**src/mrrt_pkg.sv**
```systemverilog
`timescale 1ns / 1ps
`default_nettype none

package mrrt_pkg;

    // Operation codes carried in the func field.
    localparam logic [2:0] FUNC_BEGIN   = 3'd0;
    localparam logic [2:0] FUNC_CANCEL  = 3'd1;
    localparam logic [2:0] FUNC_TIMEOUT = 3'd2;
    localparam logic [2:0] FUNC_REPLY   = 3'd3;
    localparam logic [2:0] FUNC_SELECT  = 3'd4;
    localparam logic [2:0] FUNC_EXIT    = 3'd5;

    // Mode codes.
    localparam logic [1:0] MODE_NONE  = 2'd0;
    localparam logic [1:0] MODE_ALL   = 2'd1;
    localparam logic [1:0] MODE_FALSE = 2'd2;

    // Reply result codes.
    localparam logic [2:0] RES_NONE      = 3'd0;
    localparam logic [2:0] RES_INVALID   = 3'd1;
    localparam logic [2:0] RES_IGNORED   = 3'd2;
    localparam logic [2:0] RES_EXITED    = 3'd3;
    localparam logic [2:0] RES_CONFIRMED = 3'd4;
    localparam logic [2:0] RES_FAILED    = 3'd5;
    localparam logic [2:0] RES_UPDATED   = 3'd6;
    localparam logic [2:0] RES_UNKNOWN   = 3'd7;

    // Reply status bytes.
    localparam logic [7:0] ST_ALL_DATA = 8'h01;
    localparam logic [7:0] ST_INFO     = 8'h02;
    localparam logic [7:0] ST_FALSE    = 8'h03;
    localparam logic [7:0] ST_BUSY     = 8'h05;
    localparam logic [7:0] ST_REJECT   = 8'h06;
    localparam logic [7:0] ST_NONE     = 8'hFF;

    // Shortest reply frame that carries a status byte.
    localparam logic [7:0] MIN_REPLY_LENGTH = 8'd6;

    // Configuration register indexes and reset values.
    localparam logic CFG_REQUEST_TIMEOUT = 1'b0;
    localparam logic CFG_LATE_GUARD      = 1'b1;
    localparam logic [31:0] REQUEST_TIMEOUT_RESET = 32'd1000;
    localparam logic [31:0] LATE_GUARD_RESET      = 32'd3000;

    // One input transaction.
    typedef struct packed {
        logic [2:0]  func;
        logic [1:0]  req_mode;
        logic [31:0] now_ms;
        logic [7:0]  status_code;
        logic [7:0]  reply_length;
    } item_t;

    // One result transaction.
    typedef struct packed {
        logic        accepted;
        logic [2:0]  reply_result;
        logic [1:0]  current_mode;
        logic        request_pending;
    } result_t;

    // Configuration values handed to the tracking core.
    typedef struct packed {
        logic [31:0] request_timeout_ms;
        logic [31:0] late_guard_ms;
    } cfg_t;

    // Status byte that a reply carries when it confirms the given mode.
    function automatic logic [7:0] expected_status(input logic [1:0] mode);
        logic [7:0] st;
        begin
            if (mode == MODE_ALL) st = ST_ALL_DATA;
            else if (mode == MODE_FALSE) st = ST_FALSE;
            else st = ST_NONE;
            return st;
        end
    endfunction

endpackage

`default_nettype wire

```
**src/mrrt_cfg_regs.sv**
```systemverilog
`timescale 1ns / 1ps
`default_nettype none

module mrrt_cfg_regs
(
    input  wire logic          clk,
    input  wire logic          rst_n,
    input  wire logic          wr_en,
    input  wire logic          wr_index,
    input  wire logic [31:0]   wr_data,
    output mrrt_pkg::cfg_t     cfg
);

    logic [31:0] request_timeout_reg;
    logic [31:0] late_guard_reg;

    // Register file written one register per transaction.
    always_ff @(posedge clk or negedge rst_n)
    begin
        if (!rst_n)
        begin
            request_timeout_reg <= mrrt_pkg::REQUEST_TIMEOUT_RESET;
            late_guard_reg      <= mrrt_pkg::LATE_GUARD_RESET;
        end
        else if (wr_en)
        begin
            unique case (wr_index)
                mrrt_pkg::CFG_REQUEST_TIMEOUT: request_timeout_reg <= wr_data;
                mrrt_pkg::CFG_LATE_GUARD:      late_guard_reg      <= wr_data;
                default: ;
            endcase
        end
    end

    assign cfg.request_timeout_ms = request_timeout_reg;
    assign cfg.late_guard_ms      = late_guard_reg;

endmodule

`default_nettype wire

```
**src/mrrt_core.sv**
```systemverilog
`timescale 1ns / 1ps
`default_nettype none

module mrrt_core
(
    input  wire logic             clk,
    input  wire logic             rst_n,
    input  wire logic             step,
    input  wire mrrt_pkg::item_t  item,
    input  wire mrrt_pkg::cfg_t   cfg,
    output mrrt_pkg::result_t     result
);

    logic [1:0]  mode_reg;
    logic [1:0]  mode_next;
    logic        pending_reg;
    logic        pending_next;
    logic [1:0]  wanted_reg;
    logic [1:0]  wanted_next;
    logic [31:0] start_reg;
    logic [31:0] start_next;
    logic [1:0]  late_wanted_reg;
    logic [1:0]  late_wanted_next;
    logic [31:0] guard_start_reg;
    logic [31:0] guard_start_next;

    logic        accepted;
    logic [2:0]  reply_result;
    logic [31:0] req_elapsed;
    logic [31:0] guard_elapsed;
    logic        guard_armed;
    logic        guard_expired;
    logic        guard_match;
    logic        pending_match;
    logic        known_mode_status;

    // Elapsed times wrap modulo 2^32.
    assign req_elapsed   = item.now_ms - start_reg;
    assign guard_elapsed = item.now_ms - guard_start_reg;
    assign guard_armed   = (guard_start_reg != 32'd0);
    assign guard_expired = (guard_elapsed >= cfg.late_guard_ms);
    assign guard_match   = (item.status_code == mrrt_pkg::expected_status(late_wanted_reg));
    assign pending_match = pending_reg &&
                           (item.status_code == mrrt_pkg::expected_status(wanted_reg));
    assign known_mode_status = (item.status_code == mrrt_pkg::ST_ALL_DATA) ||
                               (item.status_code == mrrt_pkg::ST_FALSE) ||
                               (item.status_code == mrrt_pkg::ST_NONE);

    // Next state and result of the transaction at the head of the pipeline.
    always_comb
    begin
        mode_next        = mode_reg;
        pending_next     = pending_reg;
        wanted_next      = wanted_reg;
        start_next       = start_reg;
        late_wanted_next = late_wanted_reg;
        guard_start_next = guard_start_reg;
        accepted         = 1'b0;
        reply_result     = mrrt_pkg::RES_NONE;

        unique case (item.func)
            mrrt_pkg::FUNC_BEGIN:
            begin
                if ((item.req_mode <= mrrt_pkg::MODE_FALSE) && !pending_reg)
                begin
                    pending_next     = 1'b1;
                    wanted_next      = item.req_mode;
                    start_next       = item.now_ms;
                    guard_start_next = 32'd0;
                    late_wanted_next = mrrt_pkg::MODE_NONE;
                    accepted         = 1'b1;
                end
            end
            mrrt_pkg::FUNC_CANCEL:
            begin
                pending_next = 1'b0;
                wanted_next  = mrrt_pkg::MODE_NONE;
                start_next   = 32'd0;
            end
            mrrt_pkg::FUNC_TIMEOUT:
            begin
                if (pending_reg && (req_elapsed >= cfg.request_timeout_ms))
                begin
                    pending_next     = 1'b0;
                    wanted_next      = mrrt_pkg::MODE_NONE;
                    start_next       = 32'd0;
                    late_wanted_next = wanted_reg;
                    guard_start_next = item.now_ms;
                    accepted         = 1'b1;
                end
            end
            mrrt_pkg::FUNC_REPLY:
            begin
                priority if (item.reply_length < mrrt_pkg::MIN_REPLY_LENGTH)
                begin
                    reply_result = mrrt_pkg::RES_INVALID;
                end
                else if (guard_armed && !guard_expired && guard_match)
                begin
                    // A late reply to the timed-out request is swallowed.
                    guard_start_next = 32'd0;
                    late_wanted_next = mrrt_pkg::MODE_NONE;
                    reply_result     = mrrt_pkg::RES_IGNORED;
                end
                else
                begin
                    // An expired window is disarmed before normal handling.
                    if (guard_armed && guard_expired)
                    begin
                        guard_start_next = 32'd0;
                        late_wanted_next = mrrt_pkg::MODE_NONE;
                    end
                    priority if (pending_match)
                    begin
                        pending_next = 1'b0;
                        wanted_next  = mrrt_pkg::MODE_NONE;
                        start_next   = 32'd0;
                        mode_next    = wanted_reg;
                        reply_result = (wanted_reg == mrrt_pkg::MODE_NONE) ?
                                       mrrt_pkg::RES_EXITED : mrrt_pkg::RES_CONFIRMED;
                    end
                    else if (pending_reg && known_mode_status)
                    begin
                        reply_result = mrrt_pkg::RES_IGNORED;
                    end
                    else if (item.status_code == mrrt_pkg::ST_REJECT)
                    begin
                        if (pending_reg)
                        begin
                            pending_next = 1'b0;
                            wanted_next  = mrrt_pkg::MODE_NONE;
                            start_next   = 32'd0;
                            reply_result = mrrt_pkg::RES_FAILED;
                        end
                        else
                        begin
                            reply_result = mrrt_pkg::RES_UPDATED;
                        end
                    end
                    else if (item.status_code == mrrt_pkg::ST_NONE)
                    begin
                        mode_next    = mrrt_pkg::MODE_NONE;
                        reply_result = mrrt_pkg::RES_EXITED;
                    end
                    else if ((item.status_code == mrrt_pkg::ST_ALL_DATA) ||
                             (item.status_code == mrrt_pkg::ST_INFO) ||
                             (item.status_code == mrrt_pkg::ST_FALSE) ||
                             (item.status_code == mrrt_pkg::ST_BUSY))
                    begin
                        reply_result = mrrt_pkg::RES_UPDATED;
                    end
                    else
                    begin
                        reply_result = mrrt_pkg::RES_UNKNOWN;
                    end
                end
            end
            mrrt_pkg::FUNC_SELECT:
            begin
                if ((item.req_mode == mrrt_pkg::MODE_ALL) ||
                    (item.req_mode == mrrt_pkg::MODE_FALSE))
                begin
                    mode_next = item.req_mode;
                end
            end
            mrrt_pkg::FUNC_EXIT:
            begin
                mode_next = mrrt_pkg::MODE_NONE;
            end
            default: ;
        endcase
    end

    // Tracker state advances once per processed transaction.
    always_ff @(posedge clk or negedge rst_n)
    begin
        if (!rst_n)
        begin
            mode_reg        <= mrrt_pkg::MODE_NONE;
            pending_reg     <= 1'b0;
            wanted_reg      <= mrrt_pkg::MODE_NONE;
            start_reg       <= 32'd0;
            late_wanted_reg <= mrrt_pkg::MODE_NONE;
            guard_start_reg <= 32'd0;
        end
        else if (step)
        begin
            mode_reg        <= mode_next;
            pending_reg     <= pending_next;
            wanted_reg      <= wanted_next;
            start_reg       <= start_next;
            late_wanted_reg <= late_wanted_next;
            guard_start_reg <= guard_start_next;
        end
    end

    assign result.accepted        = accepted;
    assign result.reply_result    = reply_result;
    assign result.current_mode    = mode_next;
    assign result.request_pending = pending_next;

endmodule

`default_nettype wire

```
**src/mode_request_reply_tracker_unit.sv**
```systemverilog
`timescale 1ns / 1ps
`default_nettype none

// Mode request/reply tracker.
// Input channel in_valid / in_stall / in_data carries one operation per
// transaction: begin, cancel, timeout check, reply, select or exit.
// Output channel out_valid / out_stall / out_data returns exactly one result
// per input transaction, in order.
// Configuration channel cfg_valid / cfg_ready / cfg_index / cfg_data writes
// the request timeout (index 0) or late guard window (index 1); cfg_ready is
// always high. Write only while no transaction is in flight.
// An accepted transaction waits in the input register and its result is then
// loaded into the result register once that register is free. Throughput is
// one transaction per cycle while the receiver does not stall, set by the
// single pass of decision logic between those two registers.
// When the receiver stalls, the result register holds its value; an empty input
// register takes one more transaction, and only then is in_stall raised.
// Reset clears the tracker state, loads the register reset values and
// empties both pipeline registers.
module mode_request_reply_tracker_unit
(
    input  wire logic              clk,
    input  wire logic              rst_n,
    input  wire logic              in_valid,
    output logic                   in_stall,
    input  wire mrrt_pkg::item_t   in_data,
    output logic                   out_valid,
    input  wire logic              out_stall,
    output mrrt_pkg::result_t      out_data,
    input  wire logic              cfg_valid,
    output logic                   cfg_ready,
    input  wire logic              cfg_index,
    input  wire logic [31:0]       cfg_data
);

    logic              in_valid_reg;
    mrrt_pkg::item_t   in_data_reg;
    logic              out_valid_reg;
    mrrt_pkg::result_t out_data_reg;
    logic              advance;
    mrrt_pkg::cfg_t    cfg;
    mrrt_pkg::result_t result;

    assign cfg_ready = 1'b1;

    // The held transaction moves on when the result register is free.
    assign advance  = in_valid_reg && (!out_valid_reg || !out_stall);
    assign in_stall = in_valid_reg && !advance;

    mrrt_cfg_regs u_cfg
    (
        .clk      (clk),
        .rst_n    (rst_n),
        .wr_en    (cfg_valid && cfg_ready),
        .wr_index (cfg_index),
        .wr_data  (cfg_data),
        .cfg      (cfg)
    );

    mrrt_core u_core
    (
        .clk    (clk),
        .rst_n  (rst_n),
        .step   (advance),
        .item   (in_data_reg),
        .cfg    (cfg),
        .result (result)
    );

    // Input register control.
    always_ff @(posedge clk or negedge rst_n)
    begin
        if (!rst_n)
        begin
            in_valid_reg <= 1'b0;
        end
        else if (!in_stall)
        begin
            in_valid_reg <= in_valid;
        end
    end

    // Input register payload.
    always_ff @(posedge clk)
    begin
        if (in_valid && !in_stall)
        begin
            in_data_reg <= in_data;
        end
    end

    // Result register control.
    always_ff @(posedge clk or negedge rst_n)
    begin
        if (!rst_n)
        begin
            out_valid_reg <= 1'b0;
        end
        else if (advance)
        begin
            out_valid_reg <= 1'b1;
        end
        else if (!out_stall)
        begin
            out_valid_reg <= 1'b0;
        end
    end

    // Result register payload.
    always_ff @(posedge clk)
    begin
        if (advance)
        begin
            out_data_reg <= result;
        end
    end

    assign out_valid = out_valid_reg;
    assign out_data  = out_data_reg;

endmodule

`default_nettype wire

```
**config.mk**
```make
export PLATFORM = sky130hd
export DESIGN_NAME = mode_request_reply_tracker_unit
export DESIGN_NICKNAME = d
export VERILOG_FILES = /design/src/mrrt_pkg.sv /design/src/mrrt_cfg_regs.sv /design/src/mrrt_core.sv /design/src/mode_request_reply_tracker_unit.sv
export SDC_FILE = /design/constraint.sdc
export NUM_CORES = 1
export LEC_CHECK = 0
export BUFFER_PORTS_ARGS = -buffer_cell sky130_fd_sc_hd__buf_2
export CAP_MARGIN = 5
export CORE_ASPECT_RATIO = 0.8
export CORE_MARGIN = 2
export CORE_UTILIZATION = 55
export DETAILED_ROUTE_END_ITERATION = 8
export PLACE_DENSITY = 0.85
export SETUP_SLACK_MARGIN = 0.2
export SLEW_MARGIN = 0
export SYNTH_ARGS = -nofsm -noshare
export SYNTH_HDL_FRONTEND = slang
export SYNTH_SLANG_ARGS = --single-unit
```
**constraint.sdc**
```tcl
create_clock -name clk -period 4.2 [get_ports clk]
set_input_delay 0.63 -clock clk [delete_from_list [all_inputs] [get_ports clk]]
set_output_delay 0.63 -clock clk [all_outputs]
set_load 0.03 [all_outputs]
```
## Word-level counts from Yosys, hierarchy flattened

Index checks and enable logic that the tools add are counted.

- $add $sub $neg: 2
- Order comparisons: 4
- Eq/ne operators: 28
- Mux-type cells: 64
- Bitwise operators: 2
- Reduce and logical (&&, ||, !) cells: 34

Operators by type and width:

| cell | count |
|---|---|
| $mux W32 | 13 |
| $pmux W32 S4 | 1 |
| $pmux W32 S3 | 1 |
| $ge A32 B32 Y1 | 2 |
| $sub A32 B32 Y32 | 2 |
| $mux W2 | 22 |
| $mux W8 | 4 |
| $reduce_bool A32 Y1 | 1 |
| $eq A8 B2 Y1 const B | 2 |
| $eq A8 B3 Y1 const B | 2 |
| $eq A8 B8 Y1 | 2 |
| $mux W3 | 5 |
| $mux W1 | 13 |
| $pmux W2 S3 | 2 |
| $logic_and A1 B1 Y1 | 10 |
| $ne A3 B1 Y1 const B | 3 |
| $reduce_and A9 Y1 | 1 |
| $eq A8 B1 Y1 const B | 1 |
| $eq A8 B8 Y1 const B | 1 |
| $lt A8 B3 Y1 const B | 1 |
| $pmux W2 S4 | 1 |
| $logic_or A1 B1 Y1 | 7 |
| $eq A2 B1 Y1 const B | 3 |
| $eq A2 B2 Y1 const B | 3 |
| 19 further kinds | 31 |

- Bits in registers: 197
- Input bits: 91
- Word-level logic and storage cells: 155

## Depth between registers and ports, before layout

Gate-level depths: netlist of run 1.

- Word-level depth: 11
- Mapped depth: 24

## Cells and area by module

A second synthesis of run 1 with hierarchy kept.

- Cell total of the unflattened synthesis: 1,210
- Area, all modules: 12,400.6 um2

By module, submodules not included:

| module | times used | cells an instance | area each (um2) | sequential area each (um2) |
|---|---|---|---|---|
| mrrt_core | 1 | 1,003 | 8,052.7 | 1,776.7 |
| mrrt_cfg_regs | 1 | 137 | 2,442.3 | 1,617.8 |
| mode_request_reply_tracker_unit | 1 | 70 | 1,905.6 | 1,851.8 |

## Worst setup path before layout of run 1

OpenSTA, ideal clock, no wires.

- Path kind: register to register
- From: register in_data_reg[16] (netlist name)
- To: register u_core.guard_start_reg[10]
- Arrival time: 4,245 ps
- Required time: 4,121 ps
- Path slack: -124 ps
- Cell stages (with the launch flop): 22
- Cells stage by stage: edfxtp_1 -> inv_1 -> ha_1 -> inv_1 -> fa_1 -> a211oi_1 -> o21ai_1 -> o21ai_1 -> a31o_1 -> a211o_1 -> a31o_1 -> o31ai_1 -> xor2_1 -> ha_1 -> nand4_1 -> o41ai_1 -> nor3_1 -> a31oi_1 -> o21ai_1 -> a21oi_4 -> buf_12 -> mux2i_1

- Longest elaborated chain between the ends: 8
- Elaborated cells on any way between the ends: 15
- Those cells by class: 2 x add/sub; 2 x order compare; 2 x eq/ne; 3 x mux; 6 x reduce/logical

Ends and longest elaborated chain:

| element | line | source |
|---|---|---|
| start, declared | mode_request_reply_tracker_unit.sv:37 | `mrrt_pkg::item_t in_data_reg;` |
| start signal, assigned | mode_request_reply_tracker_unit.sv:88 | `in_data_reg <= in_data;` |
| $sub A32 B32 Y32 | mrrt_core.sv:39 | `assign guard_elapsed = item.now_ms - guard_start_reg;` |
| $ge A32 B32 Y1 | mrrt_core.sv:41 | `assign guard_expired = (guard_elapsed >= cfg.late_guard_ms);` |
| $logic_not A1 Y1 | mrrt_core.sv:98 | `else if (guard_armed && !guard_expired && guard_match)` |
| $logic_and A1 B1 Y1 (2 in series) | mrrt_core.sv:98 |  |
| $mux W32 | mrrt_core.sv:98 |  |
| $mux W32 | mrrt_core.sv:94 | `priority if (item.reply_length < mrrt_pkg::MIN_REPLY_LENGTH)` |
| $pmux W32 S3 | mrrt_core.sv:61 | `unique case (item.func)` |
| end signal, assigned | mrrt_core.sv:193 | `guard_start_reg <= guard_start_next;` |
| end, declared | mrrt_core.sv:24 | `logic [31:0] guard_start_reg;` |

Several ways; a longest one is shown, not always the timed one. The select of a mux whose other input is x is not followed.
A chain may end at the register's enable or synchronous reset.

## Final worst setup path of run 1

- From: register in_data_reg[18] (netlist name)
- To: register u_core.guard_start_reg[18]

Same word-level chain as after synthesis.

==> results.sh, run 1 <==
export IMPL_hold_ws_ps=173
export IMPL_netlist_area_sq_um=12400
export IMPL_cts_root_buf="clkbuf_16"
export IMPL_num_antenna_cells=0
export IMPL_maxSlewViolCount=0
export IMPL_ir_drop_uv=280
export IMPL_ys_seq_area_share_pct=42.0
export IMPL_place_area_sq_um=14600
export IMPL_ys_warnings_count=0
export IMPL_first_global_vias=10900
export IMPL_num_rows=49
export IMPL_overflow=0
export IMPL_slew_headroom_pct=26.7
export IMPL_cts_sinks=196
export IMPL_cts_buffer_depth=2
export IMPL_dieArea_sq_um=23800
export IMPL_violations="negative setup slack"
export IMPL_tightest_slew_ps=1100
export IMPL_rsz0062_at_grt="true"
export IMPL_max_cap_viol_count=0
export IMPL_netlist_instances=1265
export IMPL_portBuffers=98
export IMPL_end_kind="register"
export IMPL_synth_edf_count=59
export IMPL_pin_count=101
export IMPL_p_leak_nw=7.30
export IMPL_drtPass1Iterations=6
export IMPL_cts_tree="built"
export IMPL_async_flop_share_pct=69.9
export IMPL_final_setup_tns_ps=-60130
export IMPL_nets=1795
export IMPL_vias_per_cell=5.87
export IMPL_total_power_mw=9.15
export IMPL_cp_arrival_ps=5460
export IMPL_status="finished, violations left"
export IMPL_antenna_found_initial=0
export IMPL_largest_register_ffs=52
export IMPL_worstSetupPathType="reg -> reg"
export IMPL_design_area_sq_um=16000
export IMPL_drive_gt1_share_pct=30.6
export IMPL_skew_ps=13.0
export IMPL_grt_total_usage_pct=29.7
export IMPL_hold_path_class="in -> async"
export IMPL_core_area_sq_um=22300
export IMPL_die_h_um=138
export IMPL_finalCriticalPeriod_ps=5110
export IMPL_timing_final_crit_share_pct=122
export IMPL_drc=0
export IMPL_place_congestion=0.928
export IMPL_crit_path_start="in_data_reg[18]"
export IMPL_ant_nets=0
export IMPL_grt_pass1_wl_um=55600
export IMPL_post_dp_hpwl_um=23900
export IMPL_layoutNonFillerInstCount=1891
export IMPL_die_w_um=172
export IMPL_required_ps=4550
export IMPL_vias=11100
export IMPL_grt_max_degree=62
export IMPL_cp_max_fo=7
export IMPL_place_inst=1819
export IMPL_ys_ff_latch=196
export IMPL_postLayoutCoreUtil_pct=71.6
export IMPL_pwr_density_cell_nw_per_um2=573
export IMPL_finalSetupViolCount=78
export IMPL_setup_ws_ps=-906
export IMPL_initial_core_util_pct=55.7
export IMPL_syn_area_per_cell_sq_um=9.83
export IMPL_drt_iter0_drc=1194
export IMPL_wirelength_um=36800
export IMPL_route_detailed_wl_per_inst_um=19.5
export IMPL_regToRegStartpoint="in_data_reg[18]"
export IMPL_worstSetupStartpointType="register"
export IMPL_max_freq_mhz=196
export IMPL_htreeDepth=4
export IMPL_path_clk_slew_ps=80
export IMPL_holdBufCountCts=0
export IMPL_area_growth_pct=28.5
export IMPL_ys_types=71
export IMPL_hold_viol_final=0
export IMPL_synth_nets=1488
export IMPL_place_ws_ps=-906
export IMPL_synth_top_flop_cell="dfrtp_1"
export IMPL_cts_made_buffers=17
export IMPL_clock_latency_ps=460
==> synth_stat cells, types with 3 or more instances <==
master    instances  area share, %
inv_1           153            4.6
nand2_1         150            4.5
ha_1            130             13
dfrtp_1         124             25
a21oi_1          77            3.1
mux2i_1          68            5.5
o21ai_0          64            2.6
edfxtp_1         59             14
nor2_1           59            1.8
xnor2_1          39            2.7
mux2_2           34            3.1
a21o_1           31            1.9
nand3_1          21           0.85
xor2_1           19            1.3
clkbuf_1         18           0.54
nor4_1           16           0.81
a211oi_1         15           0.91
nand4_1          15           0.75
dfstp_2          13            2.7
nor3_1           13           0.52
o21ai_1          13           0.52
nor2b_1          11           0.55
nand2b_1         10           0.50
and2_1            7           0.35
o21bai_1          7           0.42
o211ai_1          6           0.36
o21a_1            6           0.36
o31ai_1           6           0.36
a211o_1           5           0.35
a21boi_0          5           0.30
a31oi_1           5           0.25
a221o_1           3           0.24
a22o_1            3           0.21
and3_1            3           0.15
buf_1             3          0.091
buf_12            3           0.48
buf_6             3           0.27
or2_2             3           0.15
==> critical path, cell delays in order, from the launching register on <==
cell,delay (ps)
edfxtp_1,440
buf_4,180
ha_4,300
buf_6,130
o2111ai_4,140
nand2_2,110
o21ai_1,90
o311ai_2,430
a211oi_2,150
buf_4,170
o21ai_4,210
a311oi_2,150
xnor2_2,180
ha_1,350
nand4_1,130
buf_4,190
o41ai_4,290
nor3_2,80
buf_4,170
a31oi_4,170
o21ai_2,90
a21oi_4,230
buf_6,170
buf_12,150
mux2i_1,270
==> final timing paths <==
kind,slack [ps],depth (start not counted),to
worst max-delay path,-910,24,u_core.guard_start_reg[18]
worst min-delay path,170,1,u_cfg.request_timeout_reg[11]
worst max register to register,-910,24,u_core.guard_start_reg[18]
worst min register to register,490,1,out_valid
max in group asynchronous,3060,2,u_core.guard_start_reg[18]
min in group clk,340,1,in_data_reg[17]
==> cell usage in the layout, fill, tap and decap left out, types with 10 or more instances in the layout <==
cell	count
buf_4	204
inv_1	149
nand2_1	148
dfrtp_1	124
ha_1	123
buf_2	97
a21oi_1	67
mux2i_1	62
o21ai_0	61
edfxtp_1	59
nor2_1	57
xnor2_1	38
mux2_2	34
a21o_1	31
nand3_1	20
xor2_1	18
clkbuf_16	17
nand4_1	15
nor4_1	13
dfstp_2	13
nor3_1	11
o21ai_2	10
a21oi_2	10
nand2b_1	10
==> routing by layer <==
| metal | vias up | track usage, % | part of all wire (%) |
|---|---|---|---|
| li1 | 5041 | - | - |
| met1 | 5311 | 40.7 | 41 |
| met2 | 610 | 47.4 | 46 |
| met3 | 136 | 6.01 | 8.5 |
| met4 | 0 | 10.2 | 4.1 |
| met5 | - | 0 | 0 |
==> final cells by class <==
class	instances	area [sq um]
clock buffers	18	429
clock inverters	14	120
fillers	1449	6340
inverters	153	574
multi-input cells	886	6950
flip-flops and latches	196	5220
well taps	306	383
repair buffers	318	2310
==> repair_timing <==
item	in CTS	in global routing
buffers inserted	23	14
pin swaps	32	30
endpoints found under the setup margin	78	78
cloned	3	0
resized for setup	54	36
==> logic make-up after synthesis <==
group / after synthesis / share of synthesized area, %
AND/OR/NAND/NOR: 322 / 12.0
AO/OA/AOI/OAI: 270 / 13.8
flip-flops: 196 / 42.0
buffers and inverters: 183 / 6.15
adder cells (fa/ha/maj): 132 / 13.4
multiplexers: 103 / 8.64
XOR/XNOR: 58 / 4.09
other: 1 / 0.0302
==> power by group <==
group	internal, mW	switching [mW]	leakage (nW)	total [mW]
combinational	2.35	2.75	4.79	5.10
clock	0.774	0.789	0.258	1.56
sequential	2.31	0.184	2.25	2.49
Note: power is estimated with default switching activity, not from simulation.
==> run 2, diff against run 1 <==
--- a/config.mk
+++ b/config.mk
@@ -9,9 +9,10 @@
 export CAP_MARGIN = 5
 export CORE_ASPECT_RATIO = 0.8
 export CORE_MARGIN = 2
-export CORE_UTILIZATION = 55
+export CORE_UTILIZATION = 57
+export CTS_BUF_LIST = sky130_fd_sc_hd__clkbuf_8
 export DETAILED_ROUTE_END_ITERATION = 8
-export PLACE_DENSITY = 0.85
+export PLACE_DENSITY = 0.87
 export SETUP_SLACK_MARGIN = 0.2
 export SLEW_MARGIN = 0
 export SYNTH_ARGS = -nofsm -noshare
==> results.sh, run 2 (synthesized netlist as in run 1, its figures left out) <==
export IMPL_grt_total_usage_pct=29.8
export IMPL_r2r_end="u_core.guard_start_reg[17]"
export IMPL_use_met1_pct=39.8
export IMPL_path_clk_slew_ps=130
export IMPL_place_area_sq_um=14500
export IMPL_route_detailed_wl_per_inst_um=20.1
export IMPL_drt_iter0_drc=1107
export IMPL_rrSetupSlack_ps=-920
export IMPL_max_freq_mhz=195
export IMPL_place_inst=1775
export IMPL_cts_tree="built"
export IMPL_finalCriticalPeriod_ps=5120
export IMPL_pwr_density_cell_nw_per_um2=565
export IMPL_num_rows=48
export IMPL_cp_arrival_ps=5520
export IMPL_clock_latency_ps=520
export IMPL_rsz0062_at_grt="true"
export IMPL_dieArea_sq_um=23000
export IMPL_die_w_um=169
export IMPL_cts_buffer_depth=2
export IMPL_cpPeakStageDelay_ps=540
export IMPL_hold_viol_final=0
export IMPL_grt_max_degree=108
export IMPL_finalSetupViolCount=78
export IMPL_rr_worst_depth=22
export IMPL_layout_commonest_cell="buf_4"
export IMPL_first_global_vias=10800
export IMPL_drtPass1Iterations=6
export IMPL_worstSetupStartpointType="register"
export IMPL_ir_drop_uv=309
export IMPL_portBuffers=98
export IMPL_cp_num_buf_inv=5
export IMPL_regToRegStartpoint="in_data_reg[20]"
export IMPL_mostFrequentLayoutCells="187 x buf_4, 149 x inv_1, 148 x nand2_1"
export IMPL_final_setup_tns_ps=-57530
export IMPL_grt_pass1_wl_um=53700
export IMPL_ant_nets=0
export IMPL_end_kind="register"
export IMPL_path_delay_family="compound AO/OA/AOI/OAI gates"
export IMPL_cts_root_buf="clkbuf_8"
export IMPL_hold_path_class="in -> async"
export IMPL_overflow=0
export IMPL_area_growth_pct=28.0
export IMPL_post_dp_hpwl_um=23700
export IMPL_vias_per_cell=6.09
export IMPL_cts_sinks=196
export IMPL_wirelength_um=37200
export IMPL_nets=1783
export IMPL_die_h_um=136
export IMPL_worstSetupPathType="reg -> reg"
export IMPL_drc=0
export IMPL_skew_ps=24.2
export IMPL_met3_usage_pct=6.14
export IMPL_violations="negative setup slack"
export IMPL_crit_path_top_delay_cell="edfxtp_1"
export IMPL_design_area_sq_um=15900
export IMPL_pin_count=101
export IMPL_htreeDepth=4
export IMPL_cpMostUsedCell="buf_4"
export IMPL_total_power_mw=8.99
export IMPL_worstSetupPathDepth=22
export IMPL_status="finished, violations left"
export IMPL_required_ps=4600
export IMPL_largest_register_ffs=52
export IMPL_max_cap_viol_count=0
export IMPL_core_area_sq_um=21500
export IMPL_setup_ws_ps=-917
export IMPL_met2_usage_pct=48.3
export IMPL_cp_max_fo=7
export IMPL_p_leak_nw=7.23
export IMPL_place_congestion=0.967
export IMPL_tightest_slew_ps=1030
export IMPL_slew_headroom_pct=31.4
export IMPL_antenna_found_initial=0
export IMPL_timing_final_crit_share_pct=122
export IMPL_vias=11300
export IMPL_layoutNonFillerInstCount=1849
export IMPL_top_usage_layer="met2"
export IMPL_path_cells="ha_1, o211ai_1, a21oi_1, buf_4, nand2b_1, nor2_1, o21ai_0, xor2_1, ha_1, nand2_1, buf_4, nor2_1, o21ai_0, o21ai_1, buf_4, a211oi_4, o21ai_4, o21ai_4, a21oi_4, buf_6, buf_12, mux2i_1"
export IMPL_drive_gt1_share_pct=31.2
export IMPL_maxSlewViolCount=0
export IMPL_initial_core_util_pct=57.8
export IMPL_cts_made_buffers=17
run 2: changes by cell type in the layout (fill, tap and decap cells not counted), sizes merged:
cell,before,now
clkinvlp,4,1
buf,317,304
clkinv,4,5
clkbuf,18,19
bufbuf,1,0
inv,159,162
diode,0,1
run 2: final cells by class:
cell class | instances | area (sq um)
Inverter | 153 | 574
Timing Repair Buffer | 306 | 2250
Multi-Input combinational cell | 886 | 7120
Clock buffer | 17 | 234
Tap cell | 275 | 344
Antenna cell | 1 | 2.50
Fill cell | 1297 | 5580
Sequential cell | 196 | 5220
Clock inverter | 15 | 174
run 2: power by group:
group          total, mW  internal (mW)  switching (mW)  leakage [nW]
sequential          2.50           2.31           0.192          2.25
clock               1.28          0.458           0.818         0.202
combinational       5.21           2.38            2.84          4.78
run 2: metal layers:
metal	part of all wire, %	wire length (um)
met4	4.3	1610
met3	8.3	3100
met1	41	15200
met2	47	17300
met5	0	0
run 2: timing repair:
item	4_1_cts	5_1_grt
pin swaps	21	60
setup endpoints to repair	78	78
setup buffers	15	22
hold buffers	0	0
gates resized for setup	51	73
gates cloned	2	2
run 2: per-stage QoR:
stage / hold slack (ps) / utilization [%] / setup WS, ps
floorplan: 334 / - / 4.32
global placement: 464 / 67.4 / -524
detailed placement: 488 / 67.4 / -750
CTS: 270 / 71.1 / -630
global route: 262 / 74.0 / -991
finish: 252 / 74.0 / -917
run 2: how the worst max path moves through the flow:
stage                               start                         end  slack, ps
after floorplan           in_data_reg[17]  u_core.guard_start_reg[10]          4
after global placement    in_data_reg[16]   u_core.guard_start_reg[9]       -520
after detailed placement  in_data_reg[16]  u_core.guard_start_reg[10]       -750
after CTS                 in_data_reg[16]  u_core.guard_start_reg[17]       -630
after global routing      in_data_reg[17]  u_core.guard_start_reg[17]       -990
final                     in_data_reg[20]  u_core.guard_start_reg[17]       -920
